`config.mk`:
```
export PLATFORM = sky130hd
export DESIGN_NAME = fat_boot_sector_classifier_flat
export DESIGN_NICKNAME = d
export VERILOG_FILES = /design/src/hdl/fbsc_pkg.sv /design/src/hdl/fbsc_if.sv /design/src/hdl/fbsc_decode.sv /design/src/hdl/fbsc_layout.sv /design/src/hdl/fbsc_classify.sv /design/src/hdl/fat_boot_sector_classifier.sv /design/src/flat_wrapper.sv
export VERILOG_INCLUDE_DIRS = /design/src /design/src/hdl
export SDC_FILE = /design/constraint.sdc
export NUM_CORES = 2
export LEC_CHECK = 0
export BUFFER_PORTS_ARGS = -buffer_cell sky130_fd_sc_hd__buf_2
export CORE_MARGIN = 2
export CORE_UTILIZATION = 40
export DETAILED_ROUTE_END_ITERATION = 6
export GPL_ROUTABILITY_DRIVEN = 0
export GPL_TIMING_DRIVEN = 0
export PLACE_DENSITY_LB_ADDON = 0.08
export SYNTH_ARGS = -nofsm -noshare
export SYNTH_HDL_FRONTEND = slang
export SYNTH_SLANG_ARGS = --single-unit
```
`constraint.sdc`:
```
create_clock -name clock -period 38.4 [get_ports clock]
set_input_delay 11.52 -clock clock [delete_from_list [all_inputs] [get_ports clock]]
set_output_delay 11.52 -clock clock [all_outputs]
set_load 0.03 [all_outputs]
```
`src/hdl/fat_boot_sector_classifier_defines.svh`:
```
// Assertion macros shared by the classifier RTL.
// Each macro takes a label, a clock, a reset, an antecedent and a consequent.
`ifndef FAT_BOOT_SECTOR_CLASSIFIER_DEFINES_SVH
`define FAT_BOOT_SECTOR_CLASSIFIER_DEFINES_SVH

`ifndef SYNTHESIS
`define FBSC_ASSERT_SAME(label, clk, rst, ante, cons) \
   label: assert property (@(posedge clk) disable iff (rst) (ante) |-> (cons)) \
      else $error("fbsc same-cycle check failed");
`define FBSC_ASSERT_NEXT(label, clk, rst, ante, cons) \
   label: assert property (@(posedge clk) disable iff (rst) (ante) |=> (cons)) \
      else $error("fbsc next-cycle check failed");
`else
`define FBSC_ASSERT_SAME(label, clk, rst, ante, cons)
`define FBSC_ASSERT_NEXT(label, clk, rst, ante, cons)
`endif

`endif

```
`src/hdl/fbsc_pkg.sv`:
```
`default_nettype none

package fbsc_pkg;

   localparam logic [15:0] MIN_SECTOR    = 16'd512;
   localparam logic [15:0] MAX_SECTOR    = 16'd4096;
   localparam logic [7:0]  MAX_CLUSTER   = 8'd128;
   localparam logic [31:0] FAT12_LIMIT   = 32'd4085;
   localparam logic [31:0] FAT16_LIMIT   = 32'd65525;
   localparam logic [31:0] FIRST_CLUSTER = 32'd2;
   localparam logic [31:0] MIN_TOTAL     = 32'd5;
   localparam logic [24:0] MIN_ROOT_START = 25'd3;
   localparam int          DIR_ENTRY_SHIFT = 5;

   typedef enum logic [1:0] {
      KIND_INVALID = 2'd0,
      KIND_FAT12   = 2'd1,
      KIND_FAT16   = 2'd2,
      KIND_FAT32   = 2'd3
   } kind_type;

   typedef struct packed {
      logic [15:0] bytes_per_sector;
      logic [7:0]  sectors_per_cluster;
      logic [15:0] reserved_sector_count;
      logic [7:0]  table_copies;
      logic [15:0] root_entry_count;
      logic [15:0] short_total_sectors;
      logic [15:0] short_table_size;
      logic [31:0] long_total_sectors;
      logic [31:0] long_table_size;
      logic [15:0] fs_version;
      logic [31:0] root_start_cluster;
   } req_payload_type;

   typedef struct packed {
      logic [1:0]  volume_kind;
      logic        block_valid;
      logic [31:0] table_size;
      logic [31:0] volume_sectors;
      logic [12:0] root_dir_sector_count;
      logic [31:0] root_dir_first_sector;
      logic [31:0] data_first_sector;
   } rsp_payload_type;

   // Checks settled at decode and carried down the pipe
   typedef struct packed {
      logic       bps_ok;
      logic       spc_ok;
      logic       fat32_ok;
      logic       short_ok;
      logic       base_ok;
      logic [2:0] spc_shift;
   } chk_type;

   typedef struct packed {
      chk_type     chk;
      logic [12:0] rds;
      logic [31:0] tsz;
      logic [31:0] tot;
      logic [31:0] table_prod;
      logic [31:0] root_off;
      logic [23:0] short_prod;
      logic [15:0] rsv;
   } dec_type;

   typedef struct packed {
      chk_type     chk;
      logic        rstart_ok;
      logic [12:0] rds;
      logic [31:0] tsz;
      logic [31:0] tot;
      logic [31:0] fnt;
      logic [31:0] root_off;
   } sum_type;

   typedef struct packed {
      chk_type     chk;
      logic        rstart_ok;
      logic [12:0] rds;
      logic [31:0] tsz;
      logic [31:0] tot;
      logic [31:0] fnt;
      logic [31:0] data_first;
      logic [31:0] root32;
   } addr_type;

endpackage

`default_nettype wire

```
`src/hdl/fbsc_if.sv`:
```
`default_nettype none

interface fbsc_req_if;
   import fbsc_pkg::*;
   logic            valid;
   logic            ready;
   req_payload_type payload;

   modport source (output valid, output payload, input ready);
   modport sink (input valid, input payload, output ready);
endinterface

interface fbsc_rsp_if;
   import fbsc_pkg::*;
   logic            valid;
   logic            ready;
   rsp_payload_type payload;

   modport source (output valid, output payload, input ready);
   modport sink (input valid, input payload, output ready);
endinterface

`default_nettype wire

```
`src/hdl/fbsc_decode.sv`:
```
`default_nettype none

module fbsc_decode (
   input  wire logic                     clock,
   input  wire logic                     reset,
   input  wire logic                     in_valid,
   output logic                          in_ready,
   input  wire fbsc_pkg::req_payload_type in_data,
   output logic                          out_valid,
   input  wire logic                     out_ready,
   output fbsc_pkg::dec_type             out_data
);
   import fbsc_pkg::*;

   logic        valid_ff;
   dec_type     data_ff;
   dec_type     data_in;
   logic        load;
   logic [21:0] dir_bytes;
   logic [15:0] bps;
   logic [7:0]  spc;

   assign bps = in_data.bytes_per_sector;
   assign spc = in_data.sectors_per_cluster;

   // Size and type checks, root directory sectors, table selects and products
   always_comb begin
      data_in = '0;
      data_in.chk.bps_ok = (bps >= MIN_SECTOR) && (bps <= MAX_SECTOR) &&
                           ((bps & (bps - 16'd1)) == 16'd0);
      data_in.chk.spc_ok = (spc != 8'd0) && (spc <= MAX_CLUSTER) &&
                           ((spc & (spc - 8'd1)) == 8'd0);
      for (int i = 0; i < 8; i++) begin
         if (spc[i]) begin
            data_in.chk.spc_shift = 3'(i);
         end
      end

      // Round the directory byte count up to whole sectors
      dir_bytes = {1'b0, in_data.root_entry_count, 5'd0} + 22'(bps - 16'd1);
      if (data_in.chk.bps_ok) begin
         case (bps[12:9])
            4'b0001: data_in.rds = 13'(dir_bytes >> 9);
            4'b0010: data_in.rds = 13'(dir_bytes >> 10);
            4'b0100: data_in.rds = 13'(dir_bytes >> 11);
            4'b1000: data_in.rds = 13'(dir_bytes >> 12);
            default: data_in.rds = 13'd0;
         endcase
      end

      data_in.tsz = (in_data.short_table_size != 16'd0) ?
                    32'(in_data.short_table_size) : in_data.long_table_size;
      data_in.tot = (in_data.short_total_sectors != 16'd0) ?
                    32'(in_data.short_total_sectors) : in_data.long_total_sectors;
      data_in.table_prod = 32'(32'(in_data.table_copies) * data_in.tsz);
      data_in.root_off   = 32'((in_data.root_start_cluster - FIRST_CLUSTER) *
                               32'(spc));
      data_in.short_prod = 24'(in_data.short_table_size) * 24'(in_data.table_copies);
      data_in.rsv        = in_data.reserved_sector_count;

      data_in.chk.base_ok  = (in_data.reserved_sector_count != 16'd0) &&
                             (in_data.table_copies != 8'd0);
      data_in.chk.fat32_ok = (in_data.fs_version == 16'd0) &&
                             (in_data.short_table_size == 16'd0) &&
                             (in_data.long_table_size != 32'd0) &&
                             (in_data.root_start_cluster >= FIRST_CLUSTER) &&
                             (in_data.short_total_sectors == 16'd0) &&
                             (in_data.long_total_sectors >= MIN_TOTAL) &&
                             (in_data.root_entry_count == 16'd0);
      data_in.chk.short_ok = !((in_data.short_total_sectors != 16'd0) &&
                               (in_data.long_total_sectors != 32'd0)) &&
                             (in_data.short_table_size != 16'd0) &&
                             (in_data.root_entry_count != 16'd0) &&
                             ((32'(in_data.short_total_sectors) >= MIN_TOTAL) ||
                              (in_data.long_total_sectors >= MIN_TOTAL));
   end

   // Advance when the stage is empty or its beat moves on
   assign load     = !valid_ff || out_ready;
   assign in_ready = load;

   always_ff @(posedge clock) begin
      if (reset) begin
         valid_ff <= 1'b0;
      end else if (load) begin
         valid_ff <= in_valid;
      end
   end

   always_ff @(posedge clock) begin
      if (load && in_valid) begin
         data_ff <= data_in;
      end
   end

   assign out_valid = valid_ff;
   assign out_data  = data_ff;

endmodule

`default_nettype wire

```
`src/hdl/fbsc_layout.sv`:
```
`default_nettype none

module fbsc_layout (
   input  wire logic              clock,
   input  wire logic              reset,
   input  wire logic              in_valid,
   output logic                   in_ready,
   input  wire fbsc_pkg::dec_type in_data,
   output logic                   out_valid,
   input  wire logic              out_ready,
   output fbsc_pkg::addr_type     out_data
);
   import fbsc_pkg::*;

   logic     sum_valid_ff;
   sum_type  sum_ff;
   sum_type  sum_in;
   logic     sum_load;
   logic     addr_valid_ff;
   addr_type addr_ff;
   addr_type addr_in;
   logic     addr_load;

   // First sector past the tables, and the short-table root start check
   always_comb begin
      sum_in.chk       = in_data.chk;
      sum_in.rds       = in_data.rds;
      sum_in.tsz       = in_data.tsz;
      sum_in.tot       = in_data.tot;
      sum_in.root_off  = in_data.root_off;
      sum_in.fnt       = 32'(in_data.rsv) + in_data.table_prod;
      sum_in.rstart_ok = (25'(in_data.rsv) + 25'(in_data.short_prod)) >= MIN_ROOT_START;
   end

   // Data area start and the FAT32 root start
   always_comb begin
      addr_in.chk        = sum_ff.chk;
      addr_in.rstart_ok  = sum_ff.rstart_ok;
      addr_in.rds        = sum_ff.rds;
      addr_in.tsz        = sum_ff.tsz;
      addr_in.tot        = sum_ff.tot;
      addr_in.fnt        = sum_ff.fnt;
      addr_in.data_first = sum_ff.fnt + 32'(sum_ff.rds);
      addr_in.root32     = sum_ff.fnt + sum_ff.root_off;
   end

   // Each stage advances when empty or when its beat moves on
   assign addr_load = !addr_valid_ff || out_ready;
   assign sum_load  = !sum_valid_ff || addr_load;
   assign in_ready  = sum_load;

   always_ff @(posedge clock) begin
      if (reset) begin
         sum_valid_ff  <= 1'b0;
         addr_valid_ff <= 1'b0;
      end else begin
         if (sum_load) begin
            sum_valid_ff <= in_valid;
         end
         if (addr_load) begin
            addr_valid_ff <= sum_valid_ff;
         end
      end
   end

   always_ff @(posedge clock) begin
      if (sum_load && in_valid) begin
         sum_ff <= sum_in;
      end
      if (addr_load && sum_valid_ff) begin
         addr_ff <= addr_in;
      end
   end

   assign out_valid = addr_valid_ff;
   assign out_data  = addr_ff;

endmodule

`default_nettype wire

```
`src/hdl/fbsc_classify.sv`:
```
`default_nettype none

module fbsc_classify (
   input  wire logic               clock,
   input  wire logic               reset,
   input  wire logic               in_valid,
   output logic                    in_ready,
   input  wire fbsc_pkg::addr_type in_data,
   output logic                    out_valid,
   input  wire logic               out_ready,
   output fbsc_pkg::rsp_payload_type out_data
);
   import fbsc_pkg::*;

   logic            valid_ff;
   rsp_payload_type data_ff;
   rsp_payload_type data_in;
   logic            load;
   logic [31:0]     data_sectors;
   logic [31:0]     clusters;
   kind_type        kind;
   logic            type_ok;

   // Count clusters, pick the type and apply the type rules
   always_comb begin
      data_sectors = in_data.tot - in_data.data_first;
      clusters     = data_sectors >> in_data.chk.spc_shift;
      if (!(in_data.chk.bps_ok && in_data.chk.spc_ok)) begin
         kind = KIND_INVALID;
      end else if (clusters < FAT12_LIMIT) begin
         kind = KIND_FAT12;
      end else if (clusters < FAT16_LIMIT) begin
         kind = KIND_FAT16;
      end else begin
         kind = KIND_FAT32;
      end

      case (kind)
         KIND_INVALID: type_ok = 1'b0;
         KIND_FAT32:   type_ok = in_data.chk.fat32_ok;
         default:      type_ok = in_data.chk.short_ok && in_data.rstart_ok;
      endcase

      data_in.volume_kind           = kind;
      data_in.block_valid           = type_ok && in_data.chk.base_ok;
      data_in.table_size            = in_data.tsz;
      data_in.volume_sectors        = in_data.tot;
      data_in.root_dir_sector_count = in_data.rds;
      data_in.root_dir_first_sector = (kind == KIND_FAT32) ? in_data.root32 : in_data.fnt;
      data_in.data_first_sector     = in_data.data_first;
   end

   // Output register: take a new beat while empty or while the old one leaves
   assign load     = !valid_ff || out_ready;
   assign in_ready = load;

   always_ff @(posedge clock) begin
      if (reset) begin
         valid_ff <= 1'b0;
      end else if (load) begin
         valid_ff <= in_valid;
      end
   end

   always_ff @(posedge clock) begin
      if (load && in_valid) begin
         data_ff <= data_in;
      end
   end

   assign out_valid = valid_ff;
   assign out_data  = data_ff;

endmodule

`default_nettype wire

```
`src/hdl/fat_boot_sector_classifier.sv`:
```
// FAT boot sector classifier.
// req_bus carries one parsed parameter block per beat; rsp_bus returns one
// result per block, in order: volume kind, validity and layout sectors.
// Both channels use valid/ready; a beat moves when both are high.
// The request passes four registers: decode with the root offset, table
// and short-table products, table sum, address sums, classify into the
// output register. One block per cycle while rsp_bus.ready stays high.
// Each of the four stages holds its own valid bit and loads when it is
// empty or its beat moves on, so bubbles close up under backpressure.
// When the receiver stalls, the output register holds its result and the
// pipe keeps taking blocks until all four stages are full; req_bus.ready
// then drops until rsp_bus.ready returns.
// Synchronous reset clears every stage valid bit; nothing else needs it and
// the block is ready in the cycle after reset is released.
`default_nettype none
`include "fat_boot_sector_classifier_defines.svh"

module fat_boot_sector_classifier (
   input  wire logic clock,
   input  wire logic reset,
   fbsc_req_if.sink  req_bus,
   fbsc_rsp_if.source rsp_bus
);
   import fbsc_pkg::*;

   dec_type  dec_data;
   logic     dec_valid;
   logic     dec_ready;
   addr_type addr_data;
   logic     addr_valid;
   logic     addr_ready;

   fbsc_decode u_decode (
      .clock     (clock),
      .reset     (reset),
      .in_valid  (req_bus.valid),
      .in_ready  (req_bus.ready),
      .in_data   (req_bus.payload),
      .out_valid (dec_valid),
      .out_ready (dec_ready),
      .out_data  (dec_data)
   );

   fbsc_layout u_layout (
      .clock     (clock),
      .reset     (reset),
      .in_valid  (dec_valid),
      .in_ready  (dec_ready),
      .in_data   (dec_data),
      .out_valid (addr_valid),
      .out_ready (addr_ready),
      .out_data  (addr_data)
   );

   fbsc_classify u_classify (
      .clock     (clock),
      .reset     (reset),
      .in_valid  (addr_valid),
      .in_ready  (addr_ready),
      .in_data   (addr_data),
      .out_valid (rsp_bus.valid),
      .out_ready (rsp_bus.ready),
      .out_data  (rsp_bus.payload)
   );

   // A valid block always has a kind
   `FBSC_ASSERT_SAME(a_valid_has_kind, clock, reset,
      rsp_bus.valid && rsp_bus.payload.block_valid,
      rsp_bus.payload.volume_kind != KIND_INVALID)

   // Outside FAT32 the data area follows the root directory directly
   `FBSC_ASSERT_SAME(a_root_data_gap, clock, reset,
      rsp_bus.valid && (rsp_bus.payload.volume_kind != KIND_FAT32),
      rsp_bus.payload.data_first_sector ==
      rsp_bus.payload.root_dir_first_sector + 32'(rsp_bus.payload.root_dir_sector_count))

   // Input backpressure only comes from a stalled, full output
   `FBSC_ASSERT_SAME(a_stall_source, clock, reset,
      !req_bus.ready, rsp_bus.valid && !rsp_bus.ready)

   // A stalled result holds its beat until it is taken
   `FBSC_ASSERT_NEXT(a_stall_holds_beat, clock, reset,
      rsp_bus.valid && !rsp_bus.ready,
      rsp_bus.valid && $stable(rsp_bus.payload))

endmodule

`default_nettype wire
```
`src/flat_wrapper.sv`:
```
// flat-port wrapper written by rule: the top's interface ports become plain ports
module fat_boot_sector_classifier_flat import fbsc_pkg::*;
  (clock, reset, req_bus_valid, req_bus_payload, req_bus_ready, rsp_bus_valid, rsp_bus_payload, rsp_bus_ready);
  fbsc_req_if req_bus_i ();
  fbsc_rsp_if rsp_bus_i ();
  input  wire logic clock;
  input  wire logic reset;
  input wire logic [$bits(req_bus_i.valid)-1:0] req_bus_valid;
  input wire logic [$bits(req_bus_i.payload)-1:0] req_bus_payload;
  output wire logic [$bits(req_bus_i.ready)-1:0] req_bus_ready;
  output wire logic [$bits(rsp_bus_i.valid)-1:0] rsp_bus_valid;
  output wire logic [$bits(rsp_bus_i.payload)-1:0] rsp_bus_payload;
  input wire logic [$bits(rsp_bus_i.ready)-1:0] rsp_bus_ready;
  assign req_bus_i.valid = req_bus_valid;
  assign req_bus_i.payload = req_bus_payload;
  assign req_bus_ready = req_bus_i.ready;
  assign rsp_bus_valid = rsp_bus_i.valid;
  assign rsp_bus_payload = rsp_bus_i.payload;
  assign rsp_bus_i.ready = rsp_bus_ready;
  fat_boot_sector_classifier u_core (.clock(clock), .reset(reset), .req_bus(req_bus_i), .rsp_bus(rsp_bus_i));
endmodule
```
Word-level counts from Yosys, hierarchy flattened
Index checks and enable logic that the tools add are counted.
{ "classes": {"reduce_logical": 49, "n_bitwise": 2, "n_lt_le_gt_ge": 9, "shift": 1, "mul": 3, "add_sub_neg": 10, "eq_ne": 5, "mux": 14} }
{ "ops": {"columns": ["op", "count"], "rows": [
  ["zero test 16 bit", 5],
  ["2-to-1 mux 32 bit", 2],
  ["nonzero test 16 bit", 4],
  ["nonzero test 32 bit", 2],
  ["case mux 13 bit (4 select lines)", 1],
  ["adder 16 x 32 -> 32 bit", 1],
  ["adder 32 x 13 -> 32 bit", 1],
  ["adder 32 bit", 1],
  [">= comparator 32 x 2 -> 1 bit (second input constant)", 1],
  [">= comparator 32 x 3 -> 1 bit (second input constant)", 1],
  ["less-than comparator 32 x 12 -> 1 bit (second input constant)", 1],
  ["less-than comparator 32 x 16 -> 1 bit (second input constant)", 1],
  ["multiplier 32 x 8 -> 32 bit", 1],
  ["multiplier 8 x 32 -> 32 bit", 1],
  [">> shifter 32 x 3 -> 32 bit", 1],
  ["subtractor 32 x 2 -> 32 bit (second input constant)", 1],
  ["subtractor 32 bit", 1],
  ["adder 16 x 24 -> 25 bit", 1],
  [">= comparator 25 x 2 -> 1 bit (second input constant)", 1],
  ["multiplier 16 x 8 -> 24 bit", 1],
  ["adder 21 x 22 -> 22 bit", 1],
  ["logical AND 1 bit", 22],
  ["subtractor 16 x 1 -> 17 bit (second input constant)", 1],
  ["AND 16 bit", 1],
  ["other kinds (23)", 39]
]} }
{ "totals": {"elab_cells": 145, "ff_bits": 669} }

Logic depth before layout (Yosys ltp)
{ "depth": {"word_depth": 9, "mapped_depth": 28} }

Modules after synthesis
From an unflattened synthesis, not the netlist that was laid out.
{ "unflattened": {"cells_unflattened": 4273, "hier_area_um2": 48087.4} }
{ "modules_own_cells": {"columns": ["mod", "cells_per_inst", "area_each_um2", "instances"], "rows": [
  ["fbsc_decode", 2652, 25801.0, 1],
  ["fbsc_layout", 1044, 14928.1, 1],
  ["fbsc_classify", 577, 7358.3, 1]
]} }

Worst setup path after synthesis
Ideal clock, no wire load.
{ "synth_timing": {"kind": "input to register", "from": "in rsp_bus_ready", "to": "reg u_core.u_layout.addr_ff, in the netlist u_core.u_layout.out_data[0], enable pin", "arrival_time_ns": 24.717, "slack_ns": 12.681, "required_time_ns": 37.397, "setup_time_ns": 1.003, "path_stages": 2, "cell_sequence": "nor2b_1 > a21boi_0"} }
{ "synth_between": {"elab_chain_len": 3} }
{ "synth_lines": {"columns": ["item", "line", "text"], "rows": [
  ["from (decl)", "flat_wrapper.sv:13", "input wire logic [$bits(rsp_bus_i.ready)-1:0] rsp_bus_ready;"],
  ["logical OR 1 bit", "fbsc_classify.sv:54", "assign load = !valid_ff || out_ready;"],
  ["logical OR 1 bit", "fbsc_layout.sv:48", "assign addr_load = !addr_valid_ff || out_ready;"],
  ["logical AND 1 bit", "fbsc_layout.sv:70", "if (addr_load && sum_valid_ff) begin"],
  ["to (signal assigned)", "fbsc_layout.sv:71", "addr_ff <= addr_in;"],
  ["to (decl)", "fbsc_layout.sv:20", "addr_type addr_ff;"]
]} }
No other way between the ends.
A chain may end at the register's enable or synchronous reset.

Worst setup path in the final report
{ "layout_timing": {"from": "in rsp_bus_ready", "to": "out req_bus_ready"} }
{ "layout_between": {"elab_chain_len": 4} }
{ "layout_lines": {"columns": ["item", "line", "text"], "rows": [
  ["logical OR 1 bit", "fbsc_classify.sv:54", null],
  ["logical OR 1 bit", "fbsc_layout.sv:48", null],
  ["logical OR 1 bit", "fbsc_layout.sv:49", "assign sum_load = !sum_valid_ff || addr_load;"],
  ["logical OR 1 bit", "fbsc_decode.sv:79", "assign load = !valid_ff || out_ready;"],
  ["to (decl)", "flat_wrapper.sv:10", "output wire logic [$bits(req_bus_i.ready)-1:0] req_bus_ready;"]
]} }
No other way between the ends.

==> results.cfg <==
[status]
status = complete, no violations

[power]
ir_drop_v = 0.0000349
p_leak_nw = 22.3
p_per_area_nw_per_um2 = 53.9
clockPowerShare = 0.243
p_int_w = 0.00184
seqPwrFrac = 0.341
pwr-share-comb = 0.416
p_switching_w = 0.00105
swShare = 0.362

[route]
viasPerCell = 5.14
drt-pass1-iter-count = 6
ant_nets = 0
vias = 31712
routedWlPerCell_um = 20.6
wl_um = 127000
drt_iter0_drc = 1951
drc = 0

[synth]
yosys.area.top_type_share = 0.424
netlist_area_um2 = 47100
yosys.area.top_type = edfxtp_1
synth_flop_cell = edfxtp_1
synth_edf_count = 665
yosysWarningCount = 0
avgSynthCellArea_um2 = 11.4
ys_seq_elements = 669
syn-num-nets = 5019
ys_top_cells_by_area = edfxtp_1 42%, fa_1 17%, ha_1 6.9%
yosysSeqAreaShare = 0.426
async_reset_ff_frac = 0
syn_inst = 4147
yosysUniqueCellTypes = 90

[setup_path]
required_ns = 26.88
cp_max_fo = 5
worst-r2r-setup-slack_ns = 32.30
cp-end-kind = primary output
cp-start-kind = primary input
worstReg2RegStart = u_core.u_layout.out_data[36]
worstReg2RegEnd = u_core.u_classify.out_data[52]
r2r_cells = 17
path_class = in -> out
crit_arrival_ns = 12.78
critPathCapture = req_bus_ready
critical_path.startpoint = rsp_bus_ready

[die]
fp.dieH_um = 347
dieArea_um2 = 121000
core_area_um2 = 117000
initial_core_util = 0.404
die_w_um = 347
num_rows = 125
pin_count = 358

[clock_network]
ctsResizeCount = 0
cts_num_sinks = 669
cts_root_buf = clkbuf_16
clk_pin_slew_ns = 0.06
holdBufCountCts = 0
cts_buffers = 75
cts_tree = done
cts-htree-levels = 3
post-cts-setup-buffers = 0
max-clock-path-buffers = 3
clk_latency_ns = 0.64

[finish]
post-route-util = 0.461
layout.cells.non_filler = 6167
syn_to_final_growth_pct = 14.0
layout-drive-gt1-share = 0.120
fin_area_um2 = 53700
final_nets = 5457

[global_routing]
grt_max_degree = 35
overflow = 0
grt_pass1_wl_um = 195000
grt_use_total = 0.212
antenna_found_initial = 12
first_global_vias = 32164

[timing]
tightest_slew_ns = 1.32
setup_viol = 0
fin_worst_skew_ns = 0.0208
min_period_ns = 24.30
max_freq_ghz = 0.0412
setup_tns_ns = 0
hold_viol_final = 0
timing.slew.headroom = 0.111
rsz0062_at_grt = no
fin_crit_sh = 0.633
slew_violations = 0

[placement]
hpwl_um = 102000
dpl.cell_count = 6032
dpl_cell_area_um2 = 51300
port_buffers = 335

[min_path]
hold_class = reg -> reg
hold_start = u_core.u_decode.out_data[149]

[job]
drv_cap = 0
-- worst min-delay path by stage --
stage	to	depth (start not counted)	slack, ns
6_report	u_core.u_layout.addr_in[141]	0	0.40
5_1_grt	u_core.u_layout.addr_in[141]	0	0.41
4_1_cts	u_core.u_layout.addr_in[141]	0	0.40
3_5_place_dp	u_core.u_classify.out_data[118]	0	0.40
3_3_place_gp	u_core.u_layout.out_data[117]	0	0.40
2_1_floorplan	u_core.u_classify.out_data[109]	0	0.40
-- sequential cells by signal, indices dropped and copies added, names as in the netlist --
name and flops:
u_core.u_layout.addr_in 118, u_core.u_classify.out_data 144, u_core.u_classify.out_valid 1, u_core.u_layout.out_valid 1
u_core.u_decode.out_data 189, u_core.u_layout.sum_valid_ff 1, u_core.u_layout.sum_ff 32, u_core.u_layout.out_data 182
u_core.u_decode.out_valid 1
-- critical path, stage by stage --
cell and delay [ns]:
buf_2 0.09, nor2b_1 0.45, and3_1 0.40, nand2_1 0.12
buf_2 0.19
-- layer usage --
metal | track usage | wire length [um] | share of wire | vias to the layer above
met5 | 0 | 38 | 0.00030 | -
met3 | 0.0331 | 6160 | 0.049 | 153
met2 | 0.342 | 59200 | 0.47 | 697
met4 | 0.0548 | 2980 | 0.024 | 6
li1 | - | - | - | 15093
met1 | 0.297 | 58500 | 0.46 | 15763
-- through the flow --
| stage | power [W] | hold WS (ns) | setup WS (ns) |
|---|---|---|---|
| after floorplan | 0.00188 | 0.400 | 12.68 |
| after global placement | 0.00222 | 0.400 | 4.66 |
| after detailed placement | 0.00221 | 0.405 | 14.11 |
| after CTS | 0.00293 | 0.403 | 14.11 |
| after global routing | 0.00311 | 0.405 | 14.02 |
| final | 0.00289 | 0.402 | 14.10 |
-- power groups by stage --
stage | clock (W) | combinational [W] | sequential, W
final | 0.000701 | 0.00120 | 0.000987
after global routing | 0.000751 | 0.00137 | 0.000995
after CTS | 0.000724 | 0.00121 | 0.000989
after detailed placement | 0 | 0.00121 | 0.00100
after global placement | 0 | 0.00120 | 0.00102
after floorplan | 0 | 0.000890 | 0.000991
-- synth_stat cells, types with 5 or more instances --
library cell and count:
edfxtp_1 665, inv_1 515, fa_1 401, nand2_1 321
ha_1 259, and2_1 224, nor2_1 212, xnor2_1 167
a21oi_1 145, nor2b_1 128, clkbuf_1 126, a21o_1 93
o21ai_0 92, xor2_1 75, nor3_1 67, and3_1 64
nand2b_1 51, nor4_1 50, nand3_1 49, mux2_2 38
o21a_1 30, nand4_1 28, or3_1 28, a211oi_1 25
a31oi_1 24, a21boi_0 20, o31ai_1 16, o22ai_1 14
o21bai_1 13, or2_2 13, nand3b_1 12, o211ai_1 12
mux2i_1 11, and4_1 10, nor3b_1 9, or4_1 9
a211o_1 8, buf_1 8, a2111oi_0 7, a31o_2 6
a221oi_1 5, o221a_2 5, o221ai_1 5, o31a_1 5
-- cells by family after synthesis --
logic type,after synthesis,share of synthesized area
and+or+nand+nor,1301,0.145
DFF,669,0.426
adders and majority gates,661,0.239
buffers and inverters,650,0.0518
AOI/OAI and AO/OA,573,0.0813
xor gates and xnor gates,243,0.0453
muxes,50,0.0119
-- cell type report --
cell class	instances	area [um2]
timing repair buffer	361	2230
clock buffer	89	1930
inverter	515	1930
antenna	1	2.50
clock inverter	45	468
buffer	135	508
sequential	669	20000
multi-input combinational	2828	24700
tap	1524	1910
fill	10990	62800
-- placed cells by master (no fill, tap or decap), drive strengths merged, types with 13 or more instances in the layout --
master,instances
clkinv,29
xnor2,168
nand3,49
nor2b,128
ha,259
a211oi,25
a31oi,24
xor2,75
nand2,322
nand2b,51
buf,370
nor2,212
edfxtp,665
or3,30
a21oi,145
clkbuf,215
inv,520
o21bai,13
o31ai,16
and3,64
and2,225
o22ai,14
fa,401
nor4,51
nor3,70
o21ai,95
mux2,38
a21o,93
or2,16
a21boi,20
nand4,28
o21a,30
Power figures use the tool's default switching activity.
